**src/sv/mep_pkg.sv**
```systemverilog
// ----------------------------------------------------------------------------
// mep_pkg
// Shared constants for the Mandelbrot escape-time pixel block.
// ----------------------------------------------------------------------------
`default_nettype none

package mep_pkg;

    localparam int CFG_IDX_W  = 2;
    localparam int CFG_DATA_W = 16;
    localparam int DIM_REG_W  = 13;
    localparam int ITER_W     = 16;
    localparam int PIX_W      = 12;
    localparam int SHADE_W    = 8;
    localparam int NUM_W      = 16;

    localparam logic [CFG_IDX_W-1:0] REG_IMAGE_WIDTH    = 2'd0;
    localparam logic [CFG_IDX_W-1:0] REG_IMAGE_HEIGHT   = 2'd1;
    localparam logic [CFG_IDX_W-1:0] REG_MAX_ITERATIONS = 2'd2;

    localparam logic [DIM_REG_W-1:0] RST_IMAGE_WIDTH    = 13'd640;
    localparam logic [DIM_REG_W-1:0] RST_IMAGE_HEIGHT   = 13'd480;
    localparam logic [ITER_W-1:0]    RST_MAX_ITERATIONS = 16'd256;

    localparam logic [SHADE_W-1:0] SHADE_ESCAPED = 8'hFF;
    localparam logic [SHADE_W-1:0] SHADE_INSIDE  = 8'hFF - 8'h33;

endpackage

`default_nettype wire

```
**src/sv/mandelbrot_escape_pixel.sv**
```systemverilog
// ----------------------------------------------------------------------------
// mandelbrot_escape_pixel
// Maps a pixel onto the complex plane and runs the escape-time iteration
// z = z*z + c in Q4 fixed point on one shared half-width multiplier.
// ----------------------------------------------------------------------------
//  channel  | signals                                   | direction
//  ---------+-------------------------------------------+----------
//  cfg      | cfg_valid cfg_ready cfg_index cfg_data    | in
//  pixel    | in_valid in_ready pixel_column pixel_row  | in
//  result   | out_valid out_ready shade in_set          | out
//
//  Per pixel two bit-serial divisions run first, then each of the k steps
//  taken (up to max_iterations) forms three products on the shared
//  multiplier, and a final escape test ends the pixel. One pixel in flight;
//  in_ready is high only while idle. A finished result waits in the output
//  register while the next pixel runs. Reset is asynchronous and restores
//  the register defaults.
// ----------------------------------------------------------------------------
`default_nettype none

module mandelbrot_escape_pixel
    import mep_pkg::*;
#(
    parameter int MAX_DIM   = 4096,
    parameter int FRAC_BITS = 28
) (
    input  wire logic                  clk,
    input  wire logic                  rst_n,
    input  wire logic                  cfg_valid,
    output      logic                  cfg_ready,
    input  wire logic [CFG_IDX_W-1:0]  cfg_index,
    input  wire logic [CFG_DATA_W-1:0] cfg_data,
    input  wire logic                  in_valid,
    output      logic                  in_ready,
    input  wire logic [PIX_W-1:0]      pixel_column,
    input  wire logic [PIX_W-1:0]      pixel_row,
    output      logic                  out_valid,
    input  wire logic                  out_ready,
    output      logic [SHADE_W-1:0]    shade,
    output      logic                  in_set
);

    localparam int W   = FRAC_BITS + 4;
    localparam int W1  = W + 1;
    localparam int W2  = W + 2;
    localparam int HW  = (W + 1) / 2;
    localparam int MW  = 2 * HW;
    localparam int PW  = 4 * HW;
    localparam int DW  = $clog2(MAX_DIM + 1);
    localparam int QW  = FRAC_BITS + 6;
    localparam int QS  = QW + 1;
    localparam int CW  = $clog2(FRAC_BITS + 16);

    localparam logic [CW-1:0] LAST_RE = CW'(FRAC_BITS + 14);
    localparam logic [CW-1:0] LAST_IM = CW'(FRAC_BITS + 15);

    localparam logic [QW-1:0] QUO_CAP  = QW'(1) << (FRAC_BITS + 5);
    localparam logic [QS-1:0] QUO_CAPX = QS'(1) << (FRAC_BITS + 5);

    localparam logic signed [QS-1:0] MAP_HALF5 = QS'(5) << (FRAC_BITS - 1);
    localparam logic signed [QS-1:0] MAP_ONE   = QS'(1) << FRAC_BITS;
    localparam logic signed [QS-1:0] MAP_MAX   = {4'b0000, {(W-1){1'b1}}};

    localparam logic [W1-1:0] ESC_FOUR = W1'(4) << FRAC_BITS;

    localparam logic signed [W2-1:0] ZMAX2 = {3'b000, {(W-1){1'b1}}};
    localparam logic signed [W2-1:0] ZMIN2 = {3'b111, {(W-1){1'b0}}};
    localparam logic signed [W1-1:0] ZMAX1 = {2'b00, {(W-1){1'b1}}};
    localparam logic signed [W1-1:0] ZMIN1 = {2'b11, {(W-1){1'b0}}};

    localparam logic [PW-1:0] MASK_SQ = (PW'(1) << FRAC_BITS) - PW'(1);
    localparam logic [PW-1:0] MASK_RI = (PW'(1) << (FRAC_BITS - 1)) - PW'(1);
    localparam logic [PW-1:0] LIM_POS = (PW'(1) << (W - 1)) - PW'(1);
    localparam logic [PW-1:0] LIM_NEG = PW'(1) << (W - 1);

    typedef enum logic [2:0] {
        S_IDLE,
        S_DIV,
        S_MAP,
        S_MUL,
        S_FIN,
        S_CHECK,
        S_UPDATE,
        S_DONE
    } state_t;

    typedef enum logic [1:0] {
        OP_RR,
        OP_II,
        OP_RI
    } mul_op_t;

    state_t                 state_reg;
    mul_op_t                op_reg;
    logic [2:0]             ph_reg;
    logic [CW-1:0]          cnt_reg;
    logic                   im_sel_reg;
    logic [ITER_W-1:0]      k_reg;
    logic                   inside_reg;
    logic                   out_valid_reg;
    logic [SHADE_W-1:0]     shade_reg;
    logic                   in_set_reg;
    logic [DIM_REG_W-1:0]   width_reg;
    logic [DIM_REG_W-1:0]   height_reg;
    logic [ITER_W-1:0]      max_iter_reg;

    logic [NUM_W-1:0]       num_reg;
    logic [DW-1:0]          div_reg;
    logic [DW-1:0]          rem_reg;
    logic [QW-1:0]          quo_reg;
    logic [PIX_W-1:0]       row_reg;
    logic signed [W-1:0]    cr_reg;
    logic signed [W-1:0]    ci_reg;
    logic signed [W-1:0]    zr_reg;
    logic signed [W-1:0]    zi_reg;
    logic signed [W-1:0]    rr_reg;
    logic signed [W-1:0]    ii_reg;
    logic signed [W-1:0]    ri_reg;
    logic [MW-1:0]          ma_reg;
    logic [MW-1:0]          mb_reg;
    logic                   neg_reg;
    logic [MW-1:0]          prod_reg;
    logic [PW-1:0]          acc_reg;

    logic [DW-1:0]          eff_w;
    logic [DW-1:0]          eff_h;
    logic [DW:0]            rem_try;
    logic                   rem_ge;
    logic [DW-1:0]          rem_new;
    logic [QS-1:0]          quo_try;
    logic [QW-1:0]          quo_new;
    logic signed [QS-1:0]   map_diff;
    logic signed [W-1:0]    map_res;
    logic signed [W-1:0]    opa;
    logic signed [W-1:0]    opb;
    logic [W-1:0]           mag_a;
    logic [W-1:0]           mag_b;
    logic [1:0]             part_mul;
    logic [1:0]             part_acc;
    logic [HW-1:0]          fac_a;
    logic [HW-1:0]          fac_b;
    logic [MW-1:0]          prod_new;
    logic [PW-1:0]          acc_add;
    logic [PW-1:0]          q_floor;
    logic                   rem_nz;
    logic [PW-1:0]          q_mag;
    logic [PW-1:0]          q_lim;
    logic [PW-1:0]          q_sat;
    logic signed [W-1:0]    fin_res;
    logic [W1-1:0]          mag_sum;
    logic                   escaped;
    logic signed [W2-1:0]   zr_wide;
    logic signed [W1-1:0]   zi_wide;
    logic signed [W-1:0]    zr_new;
    logic signed [W-1:0]    zi_new;

    assign cfg_ready = 1'b1;
    assign in_ready  = (state_reg == S_IDLE);
    assign out_valid = out_valid_reg;
    assign shade     = shade_reg;
    assign in_set    = in_set_reg;

    // effective dimensions: zero acts as one, clamp at MAX_DIM
    always_comb
    begin
        if (width_reg == '0)
            eff_w = DW'(1);
        else if (32'(width_reg) > 32'(MAX_DIM))
            eff_w = DW'(MAX_DIM);
        else
            eff_w = DW'(width_reg);

        if (height_reg == '0)
            eff_h = DW'(1);
        else if (32'(height_reg) > 32'(MAX_DIM))
            eff_h = DW'(MAX_DIM);
        else
            eff_h = DW'(height_reg);
    end

    // restoring divider, one quotient bit per cycle
    always_comb
    begin
        rem_try = {rem_reg, num_reg[NUM_W-1]};
        rem_ge  = (rem_try >= {1'b0, div_reg});
        rem_new = rem_ge ? DW'(rem_try - {1'b0, div_reg}) : DW'(rem_try);
        quo_try = {quo_reg, rem_ge};
        quo_new = (quo_try > QUO_CAPX) ? QUO_CAP : quo_try[QW-1:0];
    end

    always_comb
    begin
        map_diff = $signed({1'b0, quo_reg}) - (im_sel_reg ? MAP_ONE : MAP_HALF5);
        map_res  = (map_diff > MAP_MAX) ? MAP_MAX[W-1:0] : map_diff[W-1:0];
    end

    // shared multiplier: operand magnitudes, partial products, accumulate
    always_comb
    begin
        opa      = (op_reg == OP_II) ? zi_reg : zr_reg;
        opb      = (op_reg == OP_RR) ? zr_reg : zi_reg;
        mag_a    = opa[W-1] ? (~opa + W'(1)) : opa;
        mag_b    = opb[W-1] ? (~opb + W'(1)) : opb;
        part_mul = 2'(ph_reg - 3'd1);
        part_acc = 2'(ph_reg - 3'd2);
        fac_a    = part_mul[1] ? ma_reg[MW-1:HW] : ma_reg[HW-1:0];
        fac_b    = part_mul[0] ? mb_reg[MW-1:HW] : mb_reg[HW-1:0];
        prod_new = MW'(fac_a) * MW'(fac_b);
        case (part_acc)
            2'd0:    acc_add = PW'(prod_reg);
            2'd3:    acc_add = PW'(prod_reg) << MW;
            default: acc_add = PW'(prod_reg) << HW;
        endcase
    end

    // floor to Q4 and saturate
    always_comb
    begin
        if (op_reg == OP_RI)
        begin
            q_floor = acc_reg >> (FRAC_BITS - 1);
            rem_nz  = |(acc_reg & MASK_RI);
        end
        else
        begin
            q_floor = acc_reg >> FRAC_BITS;
            rem_nz  = |(acc_reg & MASK_SQ);
        end
        q_mag   = q_floor + PW'(neg_reg && rem_nz);
        q_lim   = neg_reg ? LIM_NEG : LIM_POS;
        q_sat   = (q_mag > q_lim) ? q_lim : q_mag;
        fin_res = neg_reg ? (~q_sat[W-1:0] + W'(1)) : q_sat[W-1:0];
    end

    always_comb
    begin
        mag_sum = {1'b0, rr_reg} + {1'b0, ii_reg};
        escaped = (mag_sum >= ESC_FOUR);
        zr_wide = W2'(rr_reg) - W2'(ii_reg) + W2'(cr_reg);
        zi_wide = W1'(ri_reg) + W1'(ci_reg);
        if (zr_wide > ZMAX2)
            zr_new = ZMAX2[W-1:0];
        else if (zr_wide < ZMIN2)
            zr_new = ZMIN2[W-1:0];
        else
            zr_new = zr_wide[W-1:0];
        if (zi_wide > ZMAX1)
            zi_new = ZMAX1[W-1:0];
        else if (zi_wide < ZMIN1)
            zi_new = ZMIN1[W-1:0];
        else
            zi_new = zi_wide[W-1:0];
    end

    // sequencer, configuration and result register
    always_ff @(posedge clk or negedge rst_n)
    begin
        if (!rst_n)
        begin
            state_reg     <= S_IDLE;
            op_reg        <= OP_RR;
            ph_reg        <= '0;
            cnt_reg       <= '0;
            im_sel_reg    <= 1'b0;
            k_reg         <= '0;
            inside_reg    <= 1'b0;
            out_valid_reg <= 1'b0;
            shade_reg     <= '0;
            in_set_reg    <= 1'b0;
            width_reg     <= RST_IMAGE_WIDTH;
            height_reg    <= RST_IMAGE_HEIGHT;
            max_iter_reg  <= RST_MAX_ITERATIONS;
        end
        else
        begin
            if (cfg_valid)
            begin
                case (cfg_index)
                    REG_IMAGE_WIDTH:    width_reg    <= cfg_data[DIM_REG_W-1:0];
                    REG_IMAGE_HEIGHT:   height_reg   <= cfg_data[DIM_REG_W-1:0];
                    REG_MAX_ITERATIONS: max_iter_reg <= cfg_data[ITER_W-1:0];
                    default:            ;
                endcase
            end

            if (out_ready && state_reg != S_DONE)
                out_valid_reg <= 1'b0;

            case (state_reg)
                S_IDLE:
                begin
                    if (in_valid)
                    begin
                        state_reg  <= S_DIV;
                        im_sel_reg <= 1'b0;
                        cnt_reg    <= '0;
                    end
                end
                S_DIV:
                begin
                    cnt_reg <= cnt_reg + CW'(1);
                    if (cnt_reg == (im_sel_reg ? LAST_IM : LAST_RE))
                        state_reg <= S_MAP;
                end
                S_MAP:
                begin
                    if (!im_sel_reg)
                    begin
                        im_sel_reg <= 1'b1;
                        cnt_reg    <= '0;
                        state_reg  <= S_DIV;
                    end
                    else
                    begin
                        k_reg     <= '0;
                        op_reg    <= OP_RR;
                        ph_reg    <= '0;
                        state_reg <= S_MUL;
                    end
                end
                S_MUL:
                begin
                    ph_reg <= ph_reg + 3'd1;
                    if (ph_reg == 3'd5)
                        state_reg <= S_FIN;
                end
                S_FIN:
                begin
                    case (op_reg)
                        OP_RR:
                        begin
                            op_reg    <= OP_II;
                            ph_reg    <= '0;
                            state_reg <= S_MUL;
                        end
                        OP_II:   state_reg <= S_CHECK;
                        default: state_reg <= S_UPDATE;
                    endcase
                end
                S_CHECK:
                begin
                    if (escaped)
                    begin
                        inside_reg <= 1'b0;
                        state_reg  <= S_DONE;
                    end
                    else if (k_reg == max_iter_reg)
                    begin
                        inside_reg <= 1'b1;
                        state_reg  <= S_DONE;
                    end
                    else
                    begin
                        op_reg    <= OP_RI;
                        ph_reg    <= '0;
                        state_reg <= S_MUL;
                    end
                end
                S_UPDATE:
                begin
                    k_reg     <= k_reg + ITER_W'(1);
                    op_reg    <= OP_RR;
                    ph_reg    <= '0;
                    state_reg <= S_MUL;
                end
                S_DONE:
                begin
                    if (!out_valid_reg || out_ready)
                    begin
                        out_valid_reg <= 1'b1;
                        shade_reg     <= inside_reg ? SHADE_INSIDE : SHADE_ESCAPED;
                        in_set_reg    <= inside_reg;
                        state_reg     <= S_IDLE;
                    end
                end
                default: state_reg <= S_IDLE;
            endcase
        end
    end

    // datapath
    always_ff @(posedge clk)
    begin
        case (state_reg)
            S_IDLE:
            begin
                if (in_valid)
                begin
                    num_reg <= NUM_W'(pixel_column) * NUM_W'(7);
                    div_reg <= eff_w;
                    rem_reg <= '0;
                    quo_reg <= '0;
                    row_reg <= pixel_row;
                end
            end
            S_DIV:
            begin
                num_reg <= {num_reg[NUM_W-2:0], 1'b0};
                rem_reg <= rem_new;
                quo_reg <= quo_new;
            end
            S_MAP:
            begin
                if (!im_sel_reg)
                begin
                    cr_reg  <= map_res;
                    num_reg <= {3'b000, row_reg, 1'b0};
                    div_reg <= eff_h;
                    rem_reg <= '0;
                    quo_reg <= '0;
                end
                else
                begin
                    ci_reg <= map_res;
                    zr_reg <= '0;
                    zi_reg <= '0;
                end
            end
            S_MUL:
            begin
                if (ph_reg == 3'd0)
                begin
                    ma_reg  <= MW'(mag_a);
                    mb_reg  <= MW'(mag_b);
                    neg_reg <= opa[W-1] ^ opb[W-1];
                    acc_reg <= '0;
                end
                if (ph_reg >= 3'd1 && ph_reg <= 3'd4)
                    prod_reg <= prod_new;
                if (ph_reg >= 3'd2)
                    acc_reg <= acc_reg + acc_add;
            end
            S_FIN:
            begin
                case (op_reg)
                    OP_RR:   rr_reg <= fin_res;
                    OP_II:   ii_reg <= fin_res;
                    default: ri_reg <= fin_res;
                endcase
            end
            S_UPDATE:
            begin
                zr_reg <= zr_new;
                zi_reg <= zi_new;
            end
            default: ;
        endcase
    end

    a_busy_after_accept: assert property (@(posedge clk) disable iff (!rst_n)
        in_valid && in_ready |=> !in_ready)
        else $error("in_ready high right after a transaction");

    a_shade_matches_flag: assert property (@(posedge clk) disable iff (!rst_n)
        out_valid |-> (in_set ? shade == SHADE_INSIDE : shade == SHADE_ESCAPED))
        else $error("shade and in_set disagree");

    a_rem_below_divisor: assert property (@(posedge clk) disable iff (!rst_n)
        state_reg == S_DIV |-> rem_reg < div_reg)
        else $error("divider remainder not below divisor");

    a_quo_capped: assert property (@(posedge clk) disable iff (!rst_n)
        state_reg == S_DIV |-> quo_reg <= QUO_CAP)
        else $error("divider quotient above cap");

    a_squares_nonneg: assert property (@(posedge clk) disable iff (!rst_n)
        state_reg == S_CHECK |-> !rr_reg[W-1] && !ii_reg[W-1])
        else $error("negative square at escape test");

endmodule

`default_nettype wire
```
**config.mk**
```make
export PLATFORM = sky130hd
export DESIGN_NAME = mandelbrot_escape_pixel
export DESIGN_NICKNAME = d
export VERILOG_FILES = /design/src/sv/mep_pkg.sv /design/src/sv/mandelbrot_escape_pixel.sv
export SDC_FILE = /design/constraint.sdc
export NUM_CORES = 2
export LEC_CHECK = 0
export ABC_AREA = 1
export BUFFER_PORTS_ARGS = -buffer_cell sky130_fd_sc_hd__clkbuf_2
export CAP_MARGIN = 20
export CORE_MARGIN = 5
export CORE_UTILIZATION = 44
export CTS_CLUSTER_DIAMETER = 60
export DETAILED_ROUTE_END_ITERATION = 6
export GPL_TIMING_DRIVEN = 0
export SLEW_MARGIN = 0
export SYNTH_ARGS = -nofsm -noshare
export SYNTH_HDL_FRONTEND = slang
export SYNTH_SLANG_ARGS = --single-unit
```
**constraint.sdc**
```tcl
create_clock -name clk -period 19.3 [get_ports clk]
set_input_delay 2.895 -clock clk [delete_from_list [all_inputs] [get_ports clk]]
set_output_delay 2.895 -clock clk [all_outputs]
set_load 0.005 [all_outputs]
```
==> out/results.ini <==
[timing]
rsz0062_at_grt = false
maxSlewHeadroom = 0.2204
setup_viol = 0
setup-tns-final_ns = 0
slew_viol_final = 0
skew_ns = 0.06553
tightest_slew_ns = 1.162
post-route-period-util = 0.4880
fin_crit_ns = 9.419
finalHoldViolCount = 0
fmax_mhz = 106.2

[global_routing]
grt_max_degree = 59
first_global_vias = 36770
grt_overflow_total = 0
grt_pass1_wl_microns = 204800
grt.total_usage = 0.2338
antenna_found_initial = 0

[flow_run]
cap_violations = 0

[synthesis]
syn_area_per_cell_sq_um = 8.193
ys_types = 64
synth_edf_count = 473
yosys-top-cells-area = edfxtp_1 (31%), fa_1 (11%), ha_1 (9.3%), nand2_1 (9.1%), inv_1 (8.2%)
ys_seq_area_frac = 0.3545
postSynthCellCount = 5566
synth-seq-cells = 551
yosysMostFrequentCell = nand2_1
yosysWarningCount = 0
synth_top_cell_by_area = edfxtp_1
async_flop_share = 0.1416
synth_ff_type = edfxtp_1
syn_nets = 6194
netlist.area_leader.share = 0.3115
synth_common_cells = nand2_1 (1103), inv_1 (994), nor2_1 (571)
netlist_area_sq_um = 45600

[drt]
ant_nets = 0
dr_total_vias = 37550
first_pass_iters = 6
drc = 0
drt_iter0_drc = 2838
wl_per_cell_microns = 18.43
post_drt_via_cell_ratio = 5.244
finalWirelength_microns = 132000

[finish]
drive_above_1_share = 0.05310
finalNetCount = 6348
syn_to_final_growth_pct = 10.85
num_antenna_cells = 0
largest_reg_flops = 64

[placed_design]
port_buffers = 57
gp_congestion = 0.9473
dp_hpwl_microns = 107500

[critical_path]
crit_buf_inv = 9
cp-end-kind = flip-flop
cp-start-kind = flip-flop
reg2reg_from = ph_reg[0]$_DFFE_PN0P_
crit_family = adder cells
path_common_cell = fa_1
critPathSlowestCell = clkinv_1
critPathMaxFanout = 10
r2r_setup_slack_ns = 9.88
r2r_cells = 30
worst-setup-path-type = reg -> reg
arrival_ns = 9.80
cp_data_required_time_ns = 19.68
timing.rr.end = prod_reg[30]$_DFFE_PP_
critPathMaxStageDelay_ns = 0.63

[min_path]
worstHoldStart = in_set$_DFFE_PN0P_
min_to = in_set$_DFFE_PN0P_
whs_path_depth = 2
hold_class = reg -> reg

[floorplanning]
die-area_sq_um = 110200
rows = 118
design.core.area_sq_um = 103200
die_w_microns = 331.9
ios = 59
die_height_microns = 331.9
start_util = 0.4419

[cts]
clock_latency_ns = 0.68
cts.clk_slew.worst_paths_ns = 0.06
cts_root_buffer = clkbuf_16
cts_max_level = 3
clockBufferDepth = 3
clkSinkCount = 551
cts_tree = built
numCtsBuffers = 76
cts_setup_buffers = 0
holdBufCountCts = 0
post_cts_resized = 0

[status]
outcome = finished, final reports clean

[cells by family after synthesis]
kind of cell	Yosys count	synth area share
AO/OA/AOI/OAI	1009	0.1208
AND/OR/NAND/NOR	2086	0.1890
multiplexers	3	0.0007133
other	1	0.00008223
adder cells (fa/ha/maj)	581	0.1994
XOR/XNOR	207	0.03976
flip-flops	551	0.3545
buffers and inverters	1128	0.09578
[area by class of cell]
class,count,area (sq um)
buffer,125,603.1
clock buffer,94,2044
clock inverter,45,501.7
fill,10040,52650
inverter,1003,3766
multi-input combinational,3887,25130
sequential,551,16160
tap,1380,1727
timing repair buffer,76,614.3
[worst min-delay path: cells and delay by family, from the launching register on]
kind / cells / cell delay, ns
flops: 1 / 0.35
simple gates: 2 / 0.11
[cells in the final DEF (no fill, tap or decap), types with 9 or more instances in the layout]
| master | n |
|---|---|
| a21boi_0 | 13 |
| nand3_1 | 226 |
| xnor2_1 | 87 |
| o31ai_1 | 10 |
| nand4_1 | 44 |
| nand2_1 | 1103 |
| fa_1 | 243 |
| a21oi_1 | 355 |
| clkinv_1 | 16 |
| nor4_1 | 35 |
| dfrtp_1 | 71 |
| o211ai_1 | 15 |
| o21ai_1 | 27 |
| nor2_2 | 17 |
| o21a_1 | 32 |
| ha_1 | 338 |
| edfxtp_1 | 473 |
| buf_4 | 19 |
| clkinvlp_4 | 9 |
| xor2_1 | 120 |
| or2_2 | 13 |
| clkbuf_1 | 100 |
| buf_12 | 10 |
| nor2_1 | 563 |
| a31oi_1 | 44 |
| buf_2 | 10 |
| clkbuf_2 | 56 |
| clkbuf_16 | 77 |
| o21bai_1 | 11 |
| nor2_4 | 15 |
| nor3_1 | 40 |
| o22ai_1 | 24 |
| inv_1 | 993 |
| o21ai_0 | 429 |
[worst max-delay path by stage]
stage | start | end | depth (start not counted)
after global placement | state_reg[0]$_DFFE_PN0P_ | div_reg[10]$_DFFE_PP_ | 9
after detailed placement | ph_reg[0]$_DFFE_PN0P_ | prod_reg[30]$_DFFE_PP_ | 30
final | ph_reg[0]$_DFFE_PN0P_ | prod_reg[30]$_DFFE_PP_ | 30
after CTS | ph_reg[0]$_DFFE_PN0P_ | prod_reg[30]$_DFFE_PP_ | 30
after floorplan | in_valid | div_reg[0]$_DFFE_PP_ | 4
after global routing | ph_reg[0]$_DFFE_PN0P_ | prod_reg[30]$_DFFE_PP_ | 30
[routing by layer]
| layer | GRT usage | share of wire | vias to the layer above |
|---|---|---|---|
| met5 | 0 | 0 | - |
| met4 | 0.08429 | 0.041 | 0 |
| met3 | 0.03104 | 0.053 | 243 |
| met2 | 0.3965 | 0.47 | 1013 |
| met1 | 0.3088 | 0.43 | 17790 |
| li1 | - | - | 18500 |
[through the flow]
stage / hold WS [ns] / area [sq um] / util / worst slack, ns / instances
after floorplan: 0.4530 / 45600 / - / 11.94 / 5566
after global placement: 0.4659 / 47610 / 0.4614 / 7.673 / 7003
after detailed placement: 0.4729 / 47950 / 0.4647 / 9.896 / 7018
after CTS: 0.4925 / 50500 / 0.4893 / 9.851 / 7157
after global routing: 0.4956 / 50550 / 0.4898 / 9.187 / 7161
final: 0.4881 / 50550 / 0.4898 / 9.881 / 7161
Power is not shown: default switching activity piles up to over one toggle a cycle in this logic, so the estimate is an artifact.
